===== config.mk =====
export PLATFORM = sky130hd
export DESIGN_NAME = ght_prio
export DESIGN_NICKNAME = d
export VERILOG_FILES = /design/src/design/ght_prio.sv
export SDC_FILE = /design/constraint.sdc
export NUM_CORES = 1
export LEC_CHECK = 0
export BUFFER_PORTS_ARGS = -buffer_cell sky130_fd_sc_hd__buf_4
export CORE_AREA = 2 2 39 41
export DETAILED_ROUTE_END_ITERATION = 10
export DIE_AREA = 0 0 41 43
export PLACE_DENSITY = 0.44
export SYNTH_ARGS = -nofsm -noshare
export SYNTH_HDL_FRONTEND = slang
export SYNTH_SLANG_ARGS = --single-unit

===== constraint.sdc =====
create_clock -name vclk -period 1.1
set_input_delay 0.11 -clock vclk [all_inputs]
set_output_delay 0.11 -clock vclk [all_outputs]
set_load 0.005 [all_outputs]

===== src/design/ght_prio.sv =====
// Lowest-set-bit priority encoder, used on the free-group summary and on
// one free-bitmap word. No dependencies.
`timescale 1ns / 1ps
`default_nettype none

module ght_prio #(
  parameter int WIDTH = 16,
  localparam int IW   = (WIDTH > 1) ? $clog2(WIDTH) : 1
) (
  input  wire logic [WIDTH-1:0] req,
  output logic                  found,
  output logic      [IW-1:0]    idx
);

  always_comb begin
    found = |req;
    idx   = '0;
    // Scan downwards so the lowest set bit wins.
    for (int i = WIDTH - 1; i >= 0; i--) begin
      if (req[i]) begin
        idx = IW'(i);
      end
    end
  end

endmodule

`default_nettype wire


==> flow_metrics.py <==
metrics = {
    "setup_path": {
        "crit_buf_inv": 2,
        "required_ns": 0.99,
        "critPathArrivalTime_ns": 1.07,
        "cp-start-kind": "input pin",
        "crit_top_cell": "buf_4",
        "path_cells": "buf_4 > nor2_1 > nand2_1 > or3_1 > buf_4",
        "cp-end-kind": "output pin",
        "startpoint": "req[14]",
        "critical-path-top-delay-family": "simple AND/OR/NAND/NOR gates",
        "path_max_fanout": 3,
        "slowest_stage": "or3_1",
        "path_class": "in -> out",
        "cpPeakStageDelay_ns": 0.36,
    },
    "global_routing": {
        "grt_pass1_wl_mm": 1.235,
        "grt_util_all_layers_pct": 9.291,
        "grt_max_degree": 5,
        "grt-ovfl-total": 0,
        "grt_pass1_vias": 319,
        "grt_antenna_before_repair": 0,
    },
    "power_and_ir_drop": {
        "leakage_uw": 0.0002234,
        "ir_drop_v": 0.00009096,
        "finalPower_uw": 150.4,
        "powerDensity_mw_per_mm2": 317.2,
    },
    "routing": {
        "drtIter0Drc": 4,
        "vias": 342,
        "wirelength_um": 784,
        "post_drt_wl_per_cell_um": 9.800,
        "drc": 0,
        "antenna_left": 0,
        "drtPass1Iterations": 2,
        "via_per_inst": 4.275,
    },
    "sta": {
        "worst_slack_ns": -0.07545,
        "min_period_ns": 1.175,
        "finalSetupViolCount": 1,
        "fmax_mhz": 850.7,
        "post-route-period-util_pct": 106.9,
        "drv_slew": 0,
        "slew_headroom_pct": 81.70,
        "final_hold_viol_count": 0,
        "rsz0062_at_grt": "true",
        "holdWs_ns": 0.4998,
        "worst_slew_pin_slew_ns": 0.2735,
    },
    "synthesis": {
        "synth_fp_nets": 50,
        "synth.cell_area_um2": 176.4,
        "yosysSeqAreaShare_pct": 0,
        "ys_warn_count": 0,
        "synth_area_leaders": "nor2_1, nand2_1, a21oi_1",
        "synth_largest_area_cell": "nor2_1",
        "synth_top_area_share_pct": 14.89,
        "syn_inst": 34,
        "syn_area_per_cell_um2": 5.189,
        "yosysUniqueCellTypes": 17,
    },
    "floorplanning": {
        "core_area_mm2": 0.001384,
        "die_w_um": 41,
        "die_h_um": 43,
        "start_util_pct": 12.75,
        "rows": 14,
        "die_area_mm2": 0.001763,
        "ioPinCount": 21,
    },
    "placed_design": {
        "place.port_buffers": 21,
        "place_congestion": 0.6405,
        "dp_hpwl_um": 605.7,
        "dpl.cell_count": 80,
    },
    "final_layout": {
        "nFlopsAndLatches": 0,
        "finalNonFillerCells": 80,
        "regArea_um2": 0,
        "final_util_pct": 34.27,
        "area_growth_pct": 168.8,
        "layout-drive-gt1-share_pct": 53.13,
        "nNetsFinal": 82,
        "clkbuf_count": 0,
        "num_antenna_cells": 0,
    },
    "run_status": {
        "status": "finished, violations left",
        "violations": "setup timing",
    },
    "job": {
        "drv_cap": 0,
    },
    "worst_hold_path": {
        "holdCritPathClass": "in -> out",
        "worstHoldStart": "req[0]",
    },
}
## Yosys cell counts, drive strengths merged
cell	n
a21oi	3
a31oi	2
and3	1
inv	3
nand2	5
nand2b	1
nand3	2
nor2	8
nor3	1
nor4	2
o21ai	2
o22ai	1
o311a	1
o31ai	1
or3	1
## power by group
part           switching, µW  internal (µW)
Sequential                 0              0
Clock                      0              0
Combinational           62.9           87.5
Total                   62.9           87.5
## metrics by stage
stage	area (µm²)	TNS (ns)	worst slack, ns
floorplan	176.4	0	0.1845
global route	474.2	-0.2009	-0.1591
detailed placement	421.7	-0.2028	-0.1298
finish	474.2	-0.07545	-0.07545
global placement	421.7	-0.2014	-0.1094
CTS	457.9	-0.07041	-0.07041
## final cells by class
| type | count | area, µm² |
|---|---|---|
| fillers | 150 | 909.6 |
| repair buffers | 30 | 240.2 |
| multi-input cells | 31 | 202.7 |
| well taps | 16 | 20.02 |
| inverters | 3 | 11.26 |
## layout by cell type (no fill, tap or decap), types with 2 or more instances in the layout
| cell type | n |
|---|---|
| a21oi_1 | 3 |
| a31oi_1 | 2 |
| buf_4 | 26 |
| buf_6 | 4 |
| inv_1 | 3 |
| nand2_1 | 5 |
| nand3_1 | 2 |
| nor2_1 | 7 |
| nor4_4 | 2 |
| o21ai_0 | 2 |
## metal layers
metal / vias to the layer above / track usage (%) / share of wire [%]
met5: - / 0 / 0
met4: 0 / 0 / 0
met3: 0 / 0 / 4.3
met2: 9 / 15.63 / 53
met1: 149 / 13.61 / 42
li1: 184 / - / -
## cell families after synthesis
logic type | synth area share, %
simple gates | 58.88
compound gates | 34.75
buf+inv | 6.383
## worst paths after layout
kind      to  slack, ns  cells past startpoint
min   idx[0]       0.50                      3
max    found      -0.08                      5
## repair_timing
item | 4_1_cts | 5_1_grt
hold buffers | 0 | 0
gates cloned | 0 | 0
setup endpoints to repair | 3 | 4
gates resized for setup | 6 | 3
buffers inserted | 0 | 0
pin swaps | 3 | 3
hold endpoints to repair | 0 | 0
Power figures use the tool's default switching activity.
