<file path="src/design/ght_ram.sv">
// Generic single-write, single-read synchronous RAM with registered read.
// No dependencies.
`timescale 1ns / 1ps
`default_nettype none

module ght_ram #(
  parameter int WIDTH = 16,
  parameter int DEPTH = 256,
  localparam int AW   = (DEPTH > 1) ? $clog2(DEPTH) : 1
) (
  input  wire logic             clk,
  input  wire logic             we,
  input  wire logic [AW-1:0]    waddr,
  input  wire logic [WIDTH-1:0] wdata,
  input  wire logic             re,
  input  wire logic [AW-1:0]    raddr,
  output logic      [WIDTH-1:0] rdata
);

  logic [WIDTH-1:0] mem [DEPTH];

  always_ff @(posedge clk) begin
    if (we) begin
      mem[waddr] <= wdata;
    end
    if (re) begin
      rdata <= mem[raddr];
    end
  end

endmodule

`default_nettype wire

</file>
<file path="config.mk">
export PLATFORM = sky130hd
export DESIGN_NAME = ght_ram
export DESIGN_NICKNAME = d
export VERILOG_FILES = /design/src/design/ght_ram.sv
export SDC_FILE = /design/constraint.sdc
export NUM_CORES = 2
export LEC_CHECK = 0
export BUFFER_PORTS_ARGS = -buffer_cell sky130_fd_sc_hd__buf_2
export CAP_MARGIN = 30
export CORE_UTILIZATION = 47
export DETAILED_ROUTE_END_ITERATION = 8
export PLACE_DENSITY = 0.58
export SLEW_MARGIN = 20
export SYNTH_ARGS = -nofsm -noshare
export SYNTH_HDL_FRONTEND = slang
export SYNTH_SLANG_ARGS = --single-unit
export TNS_END_PERCENT = 10
</file>
<file path="constraint.sdc">
create_clock -name clk -period 4.1 [get_ports clk]
set_input_delay 0.205 -clock clk [delete_from_list [all_inputs] [get_ports clk]]
set_output_delay 0.205 -clock clk [all_outputs]
set_load 0.01 [all_outputs]
</file>
==> impl_metrics.py <==
metrics = {
    "die": {
        "initial_utilization": 0.472,
        "dieWidth_um": 583,
        "die_area_um2": 340000,
        "die_h_um": 583,
        "io_pins": 51,
        "core-area_um2": 337000,
        "rows": 213,
    },
    "grt": {
        "grt.total_usage": 0.256,
        "antenna_found_initial": 23,
        "grt_pass1_vias": 78400,
        "grt_pass1_wl_um": 614000,
        "grt_max_degree": 137,
        "grt_overflow_total": 0,
    },
    "placement": {
        "portBuffers": 50,
        "postPlaceCellArea_um2": 168000,
        "place_hpwl_um": 265000,
        "dpl_worst_slack_ps": 162,
        "gp_congestion": 0.880,
        "place_inst": 12100,
    },
    "cts": {
        "hold_buffers": 18,
        "path_clk_slew_ps": 60,
        "clock-sinks": 4112,
        "cts_setup_buffers": 0,
        "cts_buffer_depth": 4,
        "cts_tree": "done",
        "clock-root-buffer": "clkbuf_16",
        "numCtsBuffers": 419,
        "clk_latency_ps": 970,
        "htreeDepth": 5,
        "cts-resized-gates": 0,
    },
    "synthesis": {
        "ys_warn_count": 0,
        "synth_nets": 7395,
        "ys_async_sr_fraction": 0,
        "synth-seq-area-share": 0.777,
        "synthCells": 7360,
        "synth_edf_count": 4112,
        "syn_area_um2": 159000,
        "yosys_register_bits": 4112,
        "yosys_most_used_dff": "edfxtp_1",
        "synth.distinct_cells": 51,
        "syn_area_per_cell_um2": 21.6,
    },
    "drt": {
        "drcViolationCount": 0,
        "dr.pass1.iters": 6,
        "viasPerCell": 6.18,
        "vias": 79800,
        "drt_iter0_markers": 10300,
        "wirelength_um": 439000,
        "ant_nets": 0,
        "wl_per_cell_um": 34.0,
    },
    "timing": {
        "slew_violations": 0,
        "fin_tns_setup_ps": 0,
        "holdWs_ps": 94.0,
        "slew_headroom": 0.142,
        "clock.fmax_mhz": 326,
        "timing.final.crit_share": 0.749,
        "fin_ws_ps": 1030,
        "hold_violations": 0,
        "post-route-min-period_ps": 3070,
        "setup_viol": 0,
        "fin_worst_skew_ps": 54.4,
        "grt_setup_unrepaired": "false",
        "worst_pin_slew_ps": 1290,
    },
    "final_layout": {
        "fin_area_um2": 182000,
        "layout_commonest_cell": "edfxtp_1",
        "drive_gt1_frac": 0.273,
        "mostFrequentLayoutCells": "edfxtp_1 (4112), mux4_2 (797), mux2i_1 (565)",
        "nets": 8070,
        "layout.cells.non_filler": 12900,
        "synthToLayoutAreaGrowth_pct": 14.4,
        "final_core_util": 0.540,
    },
    "pwr": {
        "peakVddDrop_mv": 0.351,
        "fin_total_pwr_mw": 87.4,
        "powerDensity_nw_per_um2": 481,
        "power_leakage_nw": 57.9,
    },
    "setup_path": {
        "path_cells": "mux4_2 > mux4_2 > a22o_1 > o32ai_1 > buf_4 > nor4_1",
        "cp_max_fo": 1,
        "cp_data_required_time_ps": 4790,
        "critPathSlowestCell": "o32ai_1",
        "crit_arrival_ps": 3760,
        "critPathMostFrequentCell": "mux4_2",
        "cp-start-kind": "flop",
        "crit_type": "reg2reg",
        "cp-end-kind": "flop",
        "cpPeakStageDelay_ps": 780,
    },
    "flow_run": {
        "maxCapViolCount": 0,
    },
    "outcome": {
        "outcome": "completed",
    },
    "min_path": {
        "hold_path_class": "in2reg",
    },
}
==> cell usage after synthesis (all sizes together), types with 43 or more instances <==
master  number  area (µm²)
edfxtp    4112      123000
mux4       797       17900
mux2i      565        5660
nor2       304        1140
o221ai     253        2220
clkbuf     230         863
buf        222        1810
a21oi      175         876
o22ai      148         926
nor3        92         460
mux2        88         991
a22oi       43         323
==> kinds of logic (layout without fill, tap and decap cells) <==
logic type,count (synthesis),count (layout),share of synthesized area
other cells,0,16,0
flops,4112,4112,0.777
buf+inv,456,1474,0.0169
compound gates,786,786,0.0353
simple gates,556,556,0.0157
mux,1450,1450,0.155
==> final timing paths <==
kind          startpoint           to  slack, ps  depth (start not counted)
max           mem[63][1]     rdata[1]       1030                          6
min             waddr[1]  mem[27][10]         90                          4
max reg2reg   mem[63][1]     rdata[1]       1030                          6
min reg2reg  mem[233][1]     rdata[1]       1070                          6
==> sequential cells by signal (all words and copies together) (netlist names) <==
name   flops
mem     4096
rdata     16
==> power breakdown <==
| part | leakage [nW] | switching (mW) | internal, mW |
|---|---|---|---|
| logic | 14.6 | 2.97 | 1.58 |
| registers | 37.0 | 0.0558 | 46.4 |
| clock network | 6.35 | 15.9 | 20.5 |
| total | 57.9 | 18.9 | 68.5 |
==> final cells by class <==
type | instances | area (µm²)
clock buffers | 523 | 11000
flip-flops and latches | 4112 | 123000
inverters | 4 | 27.5
fillers | 25500 | 155000
multi-input cells | 2792 | 33100
diodes | 16 | 40.0
clock inverters | 241 | 1920
repair buffers | 706 | 6410
well taps | 4515 | 5650
==> per-layer routing <==
| layer | up-vias | share of wire | track usage |
|---|---|---|---|
| met5 | - | 0 | 0 |
| met4 | 0 | 0.032 | 0.0772 |
| met3 | 599 | 0.088 | 0.0464 |
| met2 | 3719 | 0.47 | 0.397 |
| met1 | 42800 | 0.41 | 0.374 |
| li1 | 32700 | - | - |
==> worst max-delay path, delay by kind of cell, from the launching register on <==
family | cells | cell delay (ps)
simple gates | 1 | 40
compound gates | 2 | 1180
buf+inv | 1 | 230
flops | 1 | 370
mux | 2 | 1010
Note: power is estimated with default switching activity, not from simulation.
